### src/rtl/core/ritt_pkg.sv
`default_nettype none

package ritt_pkg;

	// Field and register widths and the digit stack depth that the item format fixes.
	localparam int RADIX_W     = 7;
	localparam int NUMBER_W    = 32;
	localparam int STACK_DEPTH = 32;
	localparam int DEPTH_W     = 6;

	localparam logic [RADIX_W-1:0] RADIX_RESET = 7'd10;
	localparam logic [RADIX_W-1:0] MIN_RADIX   = 7'd2;

	localparam logic [7:0] CHAR_PLUS  = 8'h2B;
	localparam logic [7:0] CHAR_MINUS = 8'h2D;

	typedef enum logic {
		CMD_LOAD    = 1'b0,
		CMD_CONVERT = 1'b1
	} command_t;

	// Commands from the controller to the datapath.
	typedef struct packed {
		logic load;
		logic start;
		logic chk_run;
		logic div_step;
		logic pop;
		logic sym_rd;
		logic emit_err;
		logic emit_sign;
		logic emit_digit;
	} ctrl_cmd_t;

	// Status from the datapath to the controller.
	typedef struct packed {
		logic radix_ok;
		logic chk_done;
		logic chk_bad;
		logic div_done;
		logic neg;
		logic depth_zero;
		logic out_free;
	} dp_stat_t;

endpackage

`default_nettype wire

### src/rtl/core/ritt_stream_if.sv
`default_nettype none

interface ritt_item_if;
	logic               valid;
	logic               ready;
	logic               command;
	logic [5:0]         symbol_index;
	logic [7:0]         symbol_char;
	logic signed [31:0] number;

	modport source (output valid, command, symbol_index, symbol_char, number, input ready);
	modport sink (input valid, command, symbol_index, symbol_char, number, output ready);
endinterface

interface ritt_result_if;
	logic       valid;
	logic       ready;
	logic [7:0] out_char;
	logic       status;
	logic       last;

	modport source (output valid, out_char, status, last, input ready);
	modport sink (input valid, out_char, status, last, output ready);
endinterface

`default_nettype wire

### src/rtl/core/radix_integer_to_text_unit.sv
`default_nettype none

// Converts a signed 32-bit number into text in a programmable base, using an
// alphabet of digit symbols that load items write one entry at a time. A load
// item gives no result and leaves input ready. A convert item first checks the
// base: the radix register must lie between 2 and MAX_SYMBOLS, and the first
// radix alphabet entries must all differ and contain neither '+' nor '-';
// otherwise a single result with status 1, character 0 and last 1 comes out.
// For a good base the block sends '-' for a negative number and then the
// digits most significant first, with last set on the final character.
// Every alphabet entry in use must have been written since reset. A convert
// item runs the alphabet check, which reads the alphabet memory one entry per
// cycle, then the divider, which retires eight quotient bits per cycle, then
// sends each character through the digit stack and alphabet read ports.
// Base 2 on the most negative number is the longest case. Input items are
// taken only while no conversion is running; a finished character waits in
// the output register, so the next item can be taken while the last
// transfer of the previous one is still pending. The radix register must be
// written only while the block is idle.

module radix_integer_to_text_unit import ritt_pkg::*; #(
	parameter int MAX_SYMBOLS = 64
) (
	input  logic               clk,
	input  logic               arst_n,
	input  logic               wr_en,
	input  logic [RADIX_W-1:0] wr_data,
	ritt_item_if.sink          item,
	ritt_result_if.source      result
);

	logic [RADIX_W-1:0] radix_q;
	ctrl_cmd_t          cmd;
	dp_stat_t           stat;
	logic               in_ready;

	// The radix register is also the number of alphabet symbols in use.
	always_ff @(posedge clk or negedge arst_n) begin
		if (!arst_n) begin
			radix_q <= RADIX_RESET;
		end else if (wr_en) begin
			radix_q <= wr_data;
		end
	end

	assign item.ready = in_ready;

	// The controller sequences check, division and character output; it only
	// sees the status flags of the datapath.
	ritt_ctrl u_ctrl (
		.clk        (clk),
		.arst_n     (arst_n),
		.in_valid   (item.valid),
		.in_command (item.command),
		.in_ready   (in_ready),
		.stat       (stat),
		.cmd        (cmd)
	);

	// The datapath holds the alphabet, the divider, the digit stack and the
	// output register that feeds each result transfer.
	ritt_datapath #(
		.MAX_SYMBOLS (MAX_SYMBOLS)
	) u_datapath (
		.clk          (clk),
		.arst_n       (arst_n),
		.radix        (radix_q),
		.symbol_index (item.symbol_index),
		.symbol_char  (item.symbol_char),
		.number       (item.number),
		.cmd          (cmd),
		.stat         (stat),
		.result       (result)
	);

endmodule

`default_nettype wire

### src/rtl/core/ritt_ctrl.sv
`default_nettype none

module ritt_ctrl import ritt_pkg::*; (
	input  logic      clk,
	input  logic      arst_n,
	input  logic      in_valid,
	input  logic      in_command,
	output logic      in_ready,
	input  dp_stat_t  stat,
	output ctrl_cmd_t cmd
);

	typedef enum logic [7:0] {
		ST_IDLE  = 8'b0000_0001,
		ST_CHECK = 8'b0000_0010,
		ST_DIV   = 8'b0000_0100,
		ST_SIGN  = 8'b0000_1000,
		ST_POP   = 8'b0001_0000,
		ST_SYM   = 8'b0010_0000,
		ST_EMIT  = 8'b0100_0000,
		ST_ERR   = 8'b1000_0000
	} state_t;

	state_t state_q;
	state_t state_next;

	always_comb begin
		state_next = state_q;
		cmd        = '0;
		in_ready   = 1'b0;
		unique case (state_q)
			ST_IDLE: begin
				in_ready = 1'b1;
				if (in_valid) begin
					if (in_command == CMD_LOAD) begin
						cmd.load = 1'b1;
					end else begin
						cmd.start  = 1'b1;
						state_next = stat.radix_ok ? ST_CHECK : ST_ERR;
					end
				end
			end
			ST_CHECK: begin
				cmd.chk_run = 1'b1;
				if (stat.chk_done) begin
					state_next = stat.chk_bad ? ST_ERR : ST_DIV;
				end
			end
			ST_DIV: begin
				cmd.div_step = 1'b1;
				if (stat.div_done) begin
					state_next = stat.neg ? ST_SIGN : ST_POP;
				end
			end
			ST_SIGN: begin
				if (stat.out_free) begin
					cmd.emit_sign = 1'b1;
					state_next    = ST_POP;
				end
			end
			ST_POP: begin
				cmd.pop    = 1'b1;
				state_next = ST_SYM;
			end
			ST_SYM: begin
				cmd.sym_rd = 1'b1;
				state_next = ST_EMIT;
			end
			ST_EMIT: begin
				if (stat.out_free) begin
					cmd.emit_digit = 1'b1;
					state_next     = stat.depth_zero ? ST_IDLE : ST_POP;
				end
			end
			ST_ERR: begin
				if (stat.out_free) begin
					cmd.emit_err = 1'b1;
					state_next   = ST_IDLE;
				end
			end
			default: begin
				state_next = ST_IDLE;
			end
		endcase
	end

	always_ff @(posedge clk or negedge arst_n) begin
		if (!arst_n) begin
			state_q <= ST_IDLE;
		end else begin
			state_q <= state_next;
		end
	end

endmodule

`default_nettype wire

### src/rtl/core/ritt_datapath.sv
`default_nettype none

module ritt_datapath import ritt_pkg::*; #(
	parameter int MAX_SYMBOLS = 64
) (
	input  logic                clk,
	input  logic                arst_n,
	input  logic [RADIX_W-1:0]  radix,
	input  logic [5:0]          symbol_index,
	input  logic [7:0]          symbol_char,
	input  logic signed [31:0]  number,
	input  ctrl_cmd_t           cmd,
	output dp_stat_t            stat,
	ritt_result_if.source       result
);

	localparam int AW  = (MAX_SYMBOLS > 2) ? $clog2(MAX_SYMBOLS) : 1;
	localparam int SAW = $clog2(STACK_DEPTH);

	// Alphabet memory, one write port and one registered read port.
	logic [7:0]    alpha_mem [MAX_SYMBOLS];
	logic [7:0]    alpha_rd_q;
	logic [AW-1:0] alpha_raddr;
	logic          alpha_we;

	// Digit stack memory.
	logic [AW-1:0]  stack_mem [STACK_DEPTH];
	logic [AW-1:0]  stack_rd_q;
	logic [SAW-1:0] pop_addr;

	logic [NUMBER_W-1:0] mag_q;
	logic [NUMBER_W-1:0] mag_next;
	logic [RADIX_W-1:0]  rem_q;
	logic [RADIX_W-1:0]  rem_in;
	logic [RADIX_W-1:0]  div_rem;
	logic [RADIX_W:0]    div_trial;
	logic [7:0]          qbits;
	logic [1:0]          div_cnt_q;
	logic [DEPTH_W-1:0]  depth_q;
	logic                neg_q;
	logic                push;

	logic [RADIX_W-1:0] chk_idx_q;
	logic               chk_v_s1;
	logic               chk_bad_q;
	logic [255:0]       seen_q;
	logic               chk_hit;

	logic [7:0] out_char_q;
	logic       status_q;
	logic       last_q;
	logic       out_valid_q;
	logic       out_free;

	assign alpha_we    = cmd.load && (32'(symbol_index) < MAX_SYMBOLS);
	assign alpha_raddr = cmd.sym_rd ? stack_rd_q : AW'(chk_idx_q);

	always_ff @(posedge clk) begin
		if (alpha_we) begin
			alpha_mem[AW'(symbol_index)] <= symbol_char;
		end
		if (cmd.chk_run || cmd.sym_rd) begin
			alpha_rd_q <= alpha_mem[alpha_raddr];
		end
	end

	// Eight restoring steps per cycle; the dividend shifts out of the top of
	// mag_q while the quotient bits shift in at the bottom.
	always_comb begin
		rem_in  = (div_cnt_q == 2'd0) ? '0 : rem_q;
		div_rem = rem_in;
		qbits   = '0;
		for (int k = 7; k >= 0; k--) begin
			div_trial = {div_rem, mag_q[NUMBER_W-8+k]};
			if (div_trial >= {1'b0, radix}) begin
				div_rem  = RADIX_W'(div_trial - {1'b0, radix});
				qbits[k] = 1'b1;
			end else begin
				div_rem  = div_trial[RADIX_W-1:0];
			end
		end
		mag_next = {mag_q[NUMBER_W-9:0], qbits};
	end

	assign push     = cmd.div_step && (div_cnt_q == 2'd3);
	assign pop_addr = SAW'(depth_q - DEPTH_W'(1));

	always_ff @(posedge clk) begin
		if (push) begin
			stack_mem[depth_q[SAW-1:0]] <= AW'(div_rem);
		end
		if (cmd.pop) begin
			stack_rd_q <= stack_mem[pop_addr];
		end
	end

	always_ff @(posedge clk) begin
		if (cmd.start) begin
			neg_q <= number[NUMBER_W-1];
			mag_q <= number[NUMBER_W-1] ? (NUMBER_W'(0) - unsigned'(number))
			                            : unsigned'(number);
		end else if (cmd.div_step) begin
			mag_q <= mag_next;
			rem_q <= div_rem;
		end
	end

	assign chk_hit = (alpha_rd_q == CHAR_PLUS) || (alpha_rd_q == CHAR_MINUS) ||
	                 seen_q[alpha_rd_q];

	always_ff @(posedge clk) begin
		if (cmd.start) begin
			seen_q <= '0;
		end else if (cmd.chk_run && chk_v_s1) begin
			seen_q[alpha_rd_q] <= 1'b1;
		end
	end

	always_ff @(posedge clk or negedge arst_n) begin
		if (!arst_n) begin
			div_cnt_q <= '0;
			depth_q   <= '0;
			chk_idx_q <= '0;
			chk_v_s1  <= 1'b0;
			chk_bad_q <= 1'b0;
		end else if (cmd.start) begin
			div_cnt_q <= '0;
			depth_q   <= '0;
			chk_idx_q <= '0;
			chk_v_s1  <= 1'b0;
			chk_bad_q <= 1'b0;
		end else begin
			if (cmd.chk_run) begin
				if (chk_idx_q != radix) begin
					chk_idx_q <= chk_idx_q + RADIX_W'(1);
					chk_v_s1  <= 1'b1;
				end else begin
					chk_v_s1  <= 1'b0;
				end
				if (chk_v_s1 && chk_hit) begin
					chk_bad_q <= 1'b1;
				end
			end
			if (cmd.div_step) begin
				div_cnt_q <= div_cnt_q + 2'd1;
			end
			if (push) begin
				depth_q <= depth_q + DEPTH_W'(1);
			end else if (cmd.pop) begin
				depth_q <= depth_q - DEPTH_W'(1);
			end
		end
	end

	// Output register.
	assign out_free = !out_valid_q || result.ready;

	always_ff @(posedge clk or negedge arst_n) begin
		if (!arst_n) begin
			out_valid_q <= 1'b0;
		end else if (cmd.emit_err || cmd.emit_sign || cmd.emit_digit) begin
			out_valid_q <= 1'b1;
		end else if (result.ready) begin
			out_valid_q <= 1'b0;
		end
	end

	always_ff @(posedge clk) begin
		if (cmd.emit_err) begin
			out_char_q <= 8'd0;
			status_q   <= 1'b1;
			last_q     <= 1'b1;
		end else if (cmd.emit_sign) begin
			out_char_q <= CHAR_MINUS;
			status_q   <= 1'b0;
			last_q     <= 1'b0;
		end else if (cmd.emit_digit) begin
			out_char_q <= alpha_rd_q;
			status_q   <= 1'b0;
			last_q     <= (depth_q == '0);
		end
	end

	assign result.valid    = out_valid_q;
	assign result.out_char = out_char_q;
	assign result.status   = status_q;
	assign result.last     = last_q;

	always_comb begin
		stat.radix_ok   = (radix >= MIN_RADIX) && (32'(radix) <= MAX_SYMBOLS);
		stat.chk_done   = (chk_idx_q == radix) && !chk_v_s1;
		stat.chk_bad    = chk_bad_q;
		stat.div_done   = (div_cnt_q == 2'd3) &&
		                  ((mag_next == '0) || (depth_q == DEPTH_W'(STACK_DEPTH - 1)));
		stat.neg        = neg_q;
		stat.depth_zero = (depth_q == '0);
		stat.out_free   = out_free;
	end

endmodule

`default_nettype wire

### src/flat_wrapper.sv
// flat-port wrapper written by rule: the top's interface ports become plain ports
module radix_integer_to_text_unit_flat import ritt_pkg::*;
#(
	parameter int MAX_SYMBOLS = 64
)
  (clk, arst_n, wr_en, wr_data, item_valid, item_command, item_symbol_index, item_symbol_char, item_number, item_ready, result_valid, result_out_char, result_status, result_last, result_ready);
  ritt_item_if item_i ();
  ritt_result_if result_i ();
  input  logic clk;
  input  logic arst_n;
  input  logic wr_en;
  input  logic [RADIX_W-1:0] wr_data;
  input wire logic [$bits(item_i.valid)-1:0] item_valid;
  input wire logic [$bits(item_i.command)-1:0] item_command;
  input wire logic [$bits(item_i.symbol_index)-1:0] item_symbol_index;
  input wire logic [$bits(item_i.symbol_char)-1:0] item_symbol_char;
  input wire logic [$bits(item_i.number)-1:0] item_number;
  output wire logic [$bits(item_i.ready)-1:0] item_ready;
  output wire logic [$bits(result_i.valid)-1:0] result_valid;
  output wire logic [$bits(result_i.out_char)-1:0] result_out_char;
  output wire logic [$bits(result_i.status)-1:0] result_status;
  output wire logic [$bits(result_i.last)-1:0] result_last;
  input wire logic [$bits(result_i.ready)-1:0] result_ready;
  assign item_i.valid = item_valid;
  assign item_i.command = item_command;
  assign item_i.symbol_index = item_symbol_index;
  assign item_i.symbol_char = item_symbol_char;
  assign item_i.number = item_number;
  assign item_ready = item_i.ready;
  assign result_valid = result_i.valid;
  assign result_out_char = result_i.out_char;
  assign result_status = result_i.status;
  assign result_last = result_i.last;
  assign result_i.ready = result_ready;
  radix_integer_to_text_unit #(.MAX_SYMBOLS(MAX_SYMBOLS)) u_core (.clk(clk), .arst_n(arst_n), .wr_en(wr_en), .wr_data(wr_data), .item(item_i), .result(result_i));
endmodule
### config.mk
export PLATFORM = sky130hd
export DESIGN_NAME = radix_integer_to_text_unit_flat
export DESIGN_NICKNAME = d
export VERILOG_FILES = /design/src/rtl/core/ritt_pkg.sv /design/src/rtl/core/ritt_stream_if.sv /design/src/rtl/core/radix_integer_to_text_unit.sv /design/src/rtl/core/ritt_ctrl.sv /design/src/rtl/core/ritt_datapath.sv /design/src/flat_wrapper.sv
export SDC_FILE = /design/constraint.sdc
export NUM_CORES = 2
export LEC_CHECK = 0
export ABC_CLOCK_PERIOD_IN_PS = 18600
export BUFFER_PORTS_ARGS = -buffer_cell sky130_fd_sc_hd__clkbuf_2
export CORE_ASPECT_RATIO = 2
export CORE_MARGIN = 4
export CORE_UTILIZATION = 24
export CTS_CLUSTER_DIAMETER = 150
export DETAILED_ROUTE_END_ITERATION = 10
export PLACE_DENSITY = 0.47
export SLEW_MARGIN = 20
export SYNTH_ARGS = -nofsm -noshare
export SYNTH_HDL_FRONTEND = slang
export SYNTH_SLANG_ARGS = --single-unit
### constraint.sdc
create_clock -name clk -period 18.6 [get_ports clk]
set_clock_uncertainty 0.2 [all_clocks]
set_input_delay 1.86 -clock clk [delete_from_list [all_inputs] [get_ports clk]]
set_output_delay 1.86 -clock clk [all_outputs]
set_load 0.02 [all_outputs]
# Yosys cells after proc, flatten, opt, wreduce, memory -nomap -nowiden
# Memory sizes are Yosys's and may differ from the RTL's. A register that Yosys moved wholly into a read port is not among the register bits.
# Index checks and enable logic that the tools add are counted.
dict set report op_classes {
  addsub 13
  n_reduce_logical 31
  order_cmp 12
  n_mux 76
  n_bitwise 2
  n_eq_ne 21
}
# operator n
set op_table {}
lappend op_table {{$or 256x256->256} 1}
lappend op_table {{$mux 32} 3}
lappend op_table {{$mux 7} 12}
lappend op_table {{$mux 8} 9}
lappend op_table {{$ge 8x7->1} 8}
lappend op_table {{$pmux 8 s8} 1}
lappend op_table {{$sub 7x7->7} 8}
lappend op_table {{$mux 1} 37}
lappend op_table {{$mux 6} 6}
lappend op_table {{$logic_not 32->1} 1}
lappend op_table {{$sub 1x32->32 const A} 1}
lappend op_table {{$eq 8x6->1 const B} 3}
lappend op_table {{$reduce_bool 2->1} 6}
lappend op_table {{$mux 5} 2}
lappend op_table {{$ne 2x2->1 const B} 5}
lappend op_table {{$lt 8x9->1 const B} 1}
lappend op_table {{$bmux 1 s8} 1}
lappend op_table {{$demux 1 s8} 1}
lappend op_table {{$eq 8x1->1 const B} 1}
lappend op_table {{$eq 8x2->1 const B} 1}
lappend op_table {{$eq 8x3->1 const B} 1}
lappend op_table {{$eq 8x4->1 const B} 1}
lappend op_table {{$eq 8x5->1 const B} 1}
lappend op_table {{$eq 8x7->1 const B} 1}
lappend op_table {{24 further kinds} 43}
dict set report totals {
  reg_bits 339
  elab_cells 173
  memories 2
  output_inout_bits 12
  ramBits 704
}
# memory words word_bits read_ports rd_ports_with_merged_regs wr line_no
set mem_list {}
lappend mem_list {u_core.u_datapath.alpha_mem 64 8 1 1 1 ritt_datapath.sv:21} ;# logic [7:0] alpha_mem [MAX_SYMBOLS];
lappend mem_list {u_core.u_datapath.stack_mem 32 6 1 1 1 ritt_datapath.sv:27} ;# logic [AW-1:0] stack_mem [STACK_DEPTH];

# Logic depth before layout (Yosys ltp)
dict set report logic_depth {
  depth_word 23
  ltp_mapped 91
  depth_no_buf 83
}

# Cells and area by module
# From an unflattened synthesis, not the netlist that was laid out.
dict set report unflattened {
  hier_cells 3167
  area_unflattened_um2 45449.8
}
# mod cells_each instances area_per_inst_um2
set by_module_without_submodules {}
lappend by_module_without_submodules {ritt_datapath 3077 1 44540.2}
lappend by_module_without_submodules {ritt_ctrl 75 1 615.6}
lappend by_module_without_submodules {radix_integer_to_text_unit 15 1 294.0}

# Worst setup path after synthesis
# No wires, ideal clock.
dict set report synth_path {
  kind {reg-to-reg}
  startpoint {reg u_core.radix_q[1]}
  endpoint {reg u_core.u_datapath.rem_q[0] (data pin)}
  path_stages_with_launch 86
  t_arrival_ns 16.637
  period_less_slack_ns 17.227
  required_time_ns 18.009
  slack_ns 1.373
  path_cell_list {dfstp_2 -> inv_1 -> xnor2_1 -> inv_1 -> ha_1 -> a21o_1 -> a221oi_4 -> o221ai_2 -> buf_2 -> nand2_1 -> o21a_1 -> inv_1 -> fa_1 -> nand2b_1 -> a211oi_1 -> o21ai_0 -> o311a_4 -> and2_1 -> [50 not listed] -> a21o_1 -> a21oi_1 -> o21ai_0 -> a21oi_1 -> o311a_1 -> mux2i_1 -> buf_4 -> nor2_1 -> a21oi_1 -> fa_1 -> a21o_1 -> a21oi_1 -> o21bai_1 -> a21oi_1 -> o21ai_0 -> a21oi_1 -> nand3_2 -> mux2i_1}
}
dict set report synth_via {
  elab_chain_cells 16
  word_cells_on_any_way 23
}
# element line_no
set synth_lines {}
lappend synth_lines {{start, declared} radix_integer_to_text_unit.sv:32} ;# logic [RADIX_W-1:0] radix_q;
lappend synth_lines {{start signal, assigned} radix_integer_to_text_unit.sv:42} ;# radix_q <= wr_data;
lappend synth_lines {{$sub 7x7->7 / $ge 8x7->1 (equally long branches)} {ritt_datapath.sv:76, ritt_datapath.sv:75}}
lappend synth_lines {{$mux 7} ritt_datapath.sv:75} ;# if (div_trial >= {1'b0, radix}) begin
lappend synth_lines {{$sub 7x7->7 / $ge 8x7->1 (equally long branches)} {ritt_datapath.sv:76, ritt_datapath.sv:75}}
lappend synth_lines {{$mux 7} ritt_datapath.sv:75}
lappend synth_lines {{$sub 7x7->7 / $ge 8x7->1 (equally long branches)} {ritt_datapath.sv:76, ritt_datapath.sv:75}}
lappend synth_lines {{$mux 7} ritt_datapath.sv:75}
lappend synth_lines {{$sub 7x7->7 / $ge 8x7->1 (equally long branches)} {ritt_datapath.sv:76, ritt_datapath.sv:75}}
lappend synth_lines {{$mux 7} ritt_datapath.sv:75}
lappend synth_lines {{$sub 7x7->7 / $ge 8x7->1 (equally long branches)} {ritt_datapath.sv:76, ritt_datapath.sv:75}}
lappend synth_lines {{$mux 7} ritt_datapath.sv:75}
lappend synth_lines {{$sub 7x7->7 / $ge 8x7->1 (equally long branches)} {ritt_datapath.sv:76, ritt_datapath.sv:75}}
lappend synth_lines {{$mux 7} ritt_datapath.sv:75}
lappend synth_lines {{$ge 8x7->1 / $sub 7x7->7 (equally long branches)} {ritt_datapath.sv:75, ritt_datapath.sv:76}}
lappend synth_lines {{$mux 7} ritt_datapath.sv:75}
lappend synth_lines {{$ge 8x7->1 (*)} ritt_datapath.sv:75}
lappend synth_lines {{$mux 7 (*)} ritt_datapath.sv:75}
lappend synth_lines {{via u_core.u_datapath.div_rem[0]} ritt_datapath.sv:35} ;# logic [RADIX_W-1:0] div_rem;
lappend synth_lines {{end signal, assigned} ritt_datapath.sv:104} ;# rem_q <= div_rem;
lappend synth_lines {{end, declared} ritt_datapath.sv:33} ;# logic [RADIX_W-1:0] rem_q;
# The timed path passes the listed nets; every way through them passes the cells marked *.
# A chain may end at the register's enable or synchronous reset.

# Final worst setup path
dict set report layout_path {
  startpoint {reg u_core.u_datapath.div_cnt_q[0]}
  endpoint {reg u_core.u_ctrl.state_q[6]}
}
dict set report layout_via {
  elab_chain_cells 23
  word_cells_on_any_way 38
}
# element line_no
set layout_lines {}
lappend layout_lines {{start, declared} ritt_datapath.sv:38} ;# logic [1:0] div_cnt_q;
lappend layout_lines {{start signal, assigned} ritt_datapath.sv:145} ;# div_cnt_q <= div_cnt_q + 2'd1;
lappend layout_lines {{$logic_not 2->1} ritt_datapath.sv:70} ;# rem_in = (div_cnt_q == 2'd0) ? '0 : rem_q;
lappend layout_lines {{$mux 7} ritt_datapath.sv:70}
lappend layout_lines {{$sub 7x7->7 / $ge 8x7->1 (equally long branches)} {ritt_datapath.sv:76, ritt_datapath.sv:75}}
lappend layout_lines {{$mux 7} ritt_datapath.sv:75}
lappend layout_lines {{$sub 7x7->7 / $ge 8x7->1 (equally long branches)} {ritt_datapath.sv:76, ritt_datapath.sv:75}}
lappend layout_lines {{$mux 7} ritt_datapath.sv:75}
lappend layout_lines {{$sub 7x7->7 / $ge 8x7->1 (equally long branches)} {ritt_datapath.sv:76, ritt_datapath.sv:75}}
lappend layout_lines {{$mux 7} ritt_datapath.sv:75}
lappend layout_lines {{[7 not listed]} --}
lappend layout_lines {{$mux 7} ritt_datapath.sv:75}
lappend layout_lines {{$ge 8x7->1} ritt_datapath.sv:75}
lappend layout_lines {{$mux 1} ritt_datapath.sv:75}
lappend layout_lines {{$logic_not 32->1} ritt_datapath.sv:194} ;# ((mag_next == '0) || (depth_q == DEPTH_W'(STACK_DEPTH - 1)));
lappend layout_lines {{$logic_or 1x1->1} ritt_datapath.sv:194}
lappend layout_lines {{$logic_and 1x1->1 (*)} ritt_datapath.sv:193} ;# stat.div_done = (div_cnt_q == 2'd3) &&
lappend layout_lines {{$ne 2x1->1 (no line) (*)} --}
lappend layout_lines {{$reduce_and 7->1 (no line) (*)} --}
lappend layout_lines {{end signal, assigned} ritt_ctrl.sv:91} ;# state_q <= state_next;
lappend layout_lines {{end, declared} ritt_ctrl.sv:24} ;# state_t state_q;
# Every way passes the cells marked *; elsewhere a longest branch is shown, timed or not.

==> metrics.md <==
| Metric | Value |
|---|---|
| Status | finished, final reports clean |
| Cell Rows | about 230 |
| Reg clk slew, reported paths | roughly 0.070 ns |
| Yosys cell types | 86 |
| First-pass GRT wire length | approximately 200000 um |
| Die Ht | 628 um |
| Sequential-to-total area share from yosys stat | a little over three fifths |
| Synth async-reset ratio | under 10% |
| Core area | approximately 190000 um2 |
| Io pins | 71 |
| Largest net degree at the start of global routing | roughly 130 |
| Final nets | 3831 |
| Average routed wire per standard cell | approximately 22 um |
| Global router's overall resource usage | a little over an eighth |
| Vias per std cell | 4.70 |
| Max-cap check violation count | 0 |
| Synthesized netlist cell count | 3692 |
| CTS H-Tree Depth | 3 |
| Final min period | approximately 18 ns |
| Final Max Tran Viols | 0 |
| Hold Path Class | reg2reg |
| Post-DP HPWL | approximately 92000 um |
| Mapped Nets | around 3.8k |
| CP Class | reg2reg |
| Seq cells post-synth | between 1k and 1.5k |
| CP max stage delay | 0.47 ns |
| Max Clk Rate | ~0.057 GHz |
| Sequential cell area | just under 30000 um2 |
| Die area | ~200000 um2 |
| Final Util | 27.8% |
| Min Hold Slack | 0.264 ns |
| Cts bufs inserted | around 100 |
| Worst path arrival time | about 18 ns |
| Drt drc | 0 |
| # setup viols final | 0 |
| Clock Path Buffers | 3 |
| DR pass1 iterations | 5 |
| Initial antenna violation count | 17 |
| Routability Congestion | roughly 0.82 |
| R2R depth | 79 |
| Number of DRC violations after detailed-routing iteration 0 | roughly 1.9k |
| CP Capture Type | flop |
| Mapped Area | approximately 46000 um2 |
| Startpoint types | flop |
| Gr ovfl total | 0 |
| Crit share post-route | between 90% and 100% |
| Worst hold stages | 2 |
| Post-route ant nets | 0 |
| Crit Path Max Fanout | 11 |
| Reg2Reg Setup Slack | roughly 1 ns |
| Routed WL | roughly 140000 um |
| Worst-Margin Slew | 1.18 ns |
| Slowest-stage cell, CP | or4_4 |
| Clk_lat worst skew | between 0.7 and 0.8 ns |
| Filler Cells Inserted | 19.6k |
| Slew margin rel. | approximately a fifth |
| Layout cells sized above 1 | approximately 15% |
| Number of synthesized flops with an enable pin | roughly 760 |
| Avg Cell Area, Syn | around 13 um2 |
| Primary FF master, synth | edfxtp_1 |
| Clock root cell | clkbuf_16 |
| DP Worst Slack | -0.220 ns |
| CTS sink cnt | 1057 |
| PortBufs | 70 |
| Area occupied by multi-input gates | between 15000 and 20000 um2 |
| Required @ worst endpoint | 19.01 ns |
| Clock tree from TritonCTS | built |
| Vias in the first global route | 30.3k |
| Die Width | between 300 and 400 um |
| Initial Util | about a quarter |
| Ys Warns | 0 |
| Worst Setup Slack, final | between 0.9 and 1 ns |
| Via Count | between 20k and 30k |
| Commonest non-fill, non-tap cell in the layout | edfxtp_1 |
| Syn-to-layout area delta | 15.1% |
| Most frequent cells in the layout | edfxtp_1, nor2_1, nand2_1 |
| Hold Fails Final Rpt | 0 |
| Crit path top cell by count | o21ai_0 |
==> through the flow <==
step	TNS, ns	area [um2]	cells
floorplan	0	46200	3692
global placement	-0.0191	49500	6105
detailed placement	-12.02	49500	6105
CTS	0	52900	6290
global route	-0.0301	53100	6303
finish	0	53100	6306
==> sequential cells by signal (all words and copies together) (netlist names), 6 cells and up <==
name	count
u_core.u_datapath.stack_rd_q	6
u_core.u_datapath.rem_q	7
u_core.radix_q	7
u_core.u_datapath.mag_q	32
u_core.u_datapath.stack_mem	192
u_core.u_ctrl.state_q	8
u_core.u_datapath.depth_q	6
u_core.u_datapath.result.out_char	8
u_core.u_datapath.alpha_mem	512
u_core.u_datapath.chk_idx_q	7
u_core.u_datapath.seen_q	256
u_core.u_datapath.alpha_rd_q	8
==> worst max-delay path, delay by kind of cell (launching register included) <==
family,cells,cell delay (ns)
simple gates,20,4.03
compound gates,40,7.64
buf+inv,4,0.64
fa+ha+maj,9,3.09
flops,1,0.41
mux,6,1.46
==> Yosys cell counts (4+ instances only) <==
library cell  count  area, um2
and2_1          104        651
ha_1             65        813
clkbuf_1        219        822
o21ai_0          73        365
nor2_1          438       1640
xnor2_1          23        201
xor2_1           55        482
edfxtp_1        758      22800
nand2_1         366       1370
or4_1             9       67.6
a21oi_1         366       1830
buf_1            23       86.3
a311oi_1         64        561
mux2_2           35        394
dfrtp_1          30        751
and3_1            7       43.8
nor4_1           13       81.3
o41ai_1           7       61.3
nand2b_1         29        181
and2_0           28        175
o31ai_1          10       75.1
a21o_1           17        128
dfxtp_1         266       5330
nand3_1          20        100
or3b_2            6       52.6
mux4_2          143       3220
nand3b_1         13       97.6
o21bai_1          5       37.5
fa_1              7        140
mux2_4            4       60.1
inv_1            50        188
o221a_2           5       56.3
or3_1            13       81.3
buf_4             4       30.0
o21ai_1           8       40.0
nor3_1           33        165
nor3b_1           5       37.5
a31oi_1          67        419
nor2b_1          20        125
nand4_1           9       56.3
o21a_1            4       30.0
a211oi_1        186       1400
mux2i_1          24        240
==> per-layer routing <==
metal | track usage [%] | share of wire (%) | wire, um | vias to the layer above
met3 | 2.02 | 3.8 | 5270 | 240
met1 | 13.8 | 36 | 49000 | 14955
met4 | 5.71 | 4.1 | 5650 | 22
met2 | 26.1 | 56 | 77200 | 613
li1 | - | - | - | 13811
met5 | 0 | 0.11 | 150 | -
==> path summary, 6_finish.rpt <==
path | end | startpoint
worst max-delay path | u_core.u_ctrl.state_q[6] | u_core.u_datapath.div_cnt_q[0]
worst max register to register | u_core.u_ctrl.state_q[6] | u_core.u_datapath.div_cnt_q[0]
max in group asynchronous | u_core.u_datapath.depth_q[0] | arst_n
min in group asynchronous | u_core.u_datapath.depth_q[3] | arst_n
worst min-delay path | u_core.u_datapath.seen_q[167] | u_core.u_datapath.seen_q[167]
worst min register to register | u_core.u_datapath.seen_q[167] | u_core.u_datapath.seen_q[167]
==> repair_timing <==
action,CTS,global route
setup endpoints to repair,200,205
hold buffers,0,0
pin swaps,0,8
cloned,1,1
setup buffers,0,9
hold endpoints to repair,0,0
resized for setup,7,37
==> layout make-up <==
cell class / count / share of cell area, %
Multi-Input combinational cell: 2337 / 31.0
Clock inverter: 53 / 1.10
Inverter: 50 / 0.368
Antenna cell: 6 / 0.0283
Timing Repair Buffer: 153 / 1.92
Clock buffer: 131 / 5.22
Tap cell: 2519 / 5.93
Sequential cell: 1057 / 54.5
==> cells by family (layout without fill, tap and decap cells) <==
group	count (synthesis)	in the layout	share of synthesized area, %
xor+xnor	78	78	1.48
fa+ha+maj	72	72	2.07
simple gates	1133	1133	11.1
compound gates	844	845	11.7
other cells	0	6	0
mux	208	209	8.56
buf+inv	300	387	2.50
flops	1057	1057	62.7
Power is left out: the tool's default activity adds up to more than one toggle a clock period on the data nets, which glitch-free logic cannot reach.
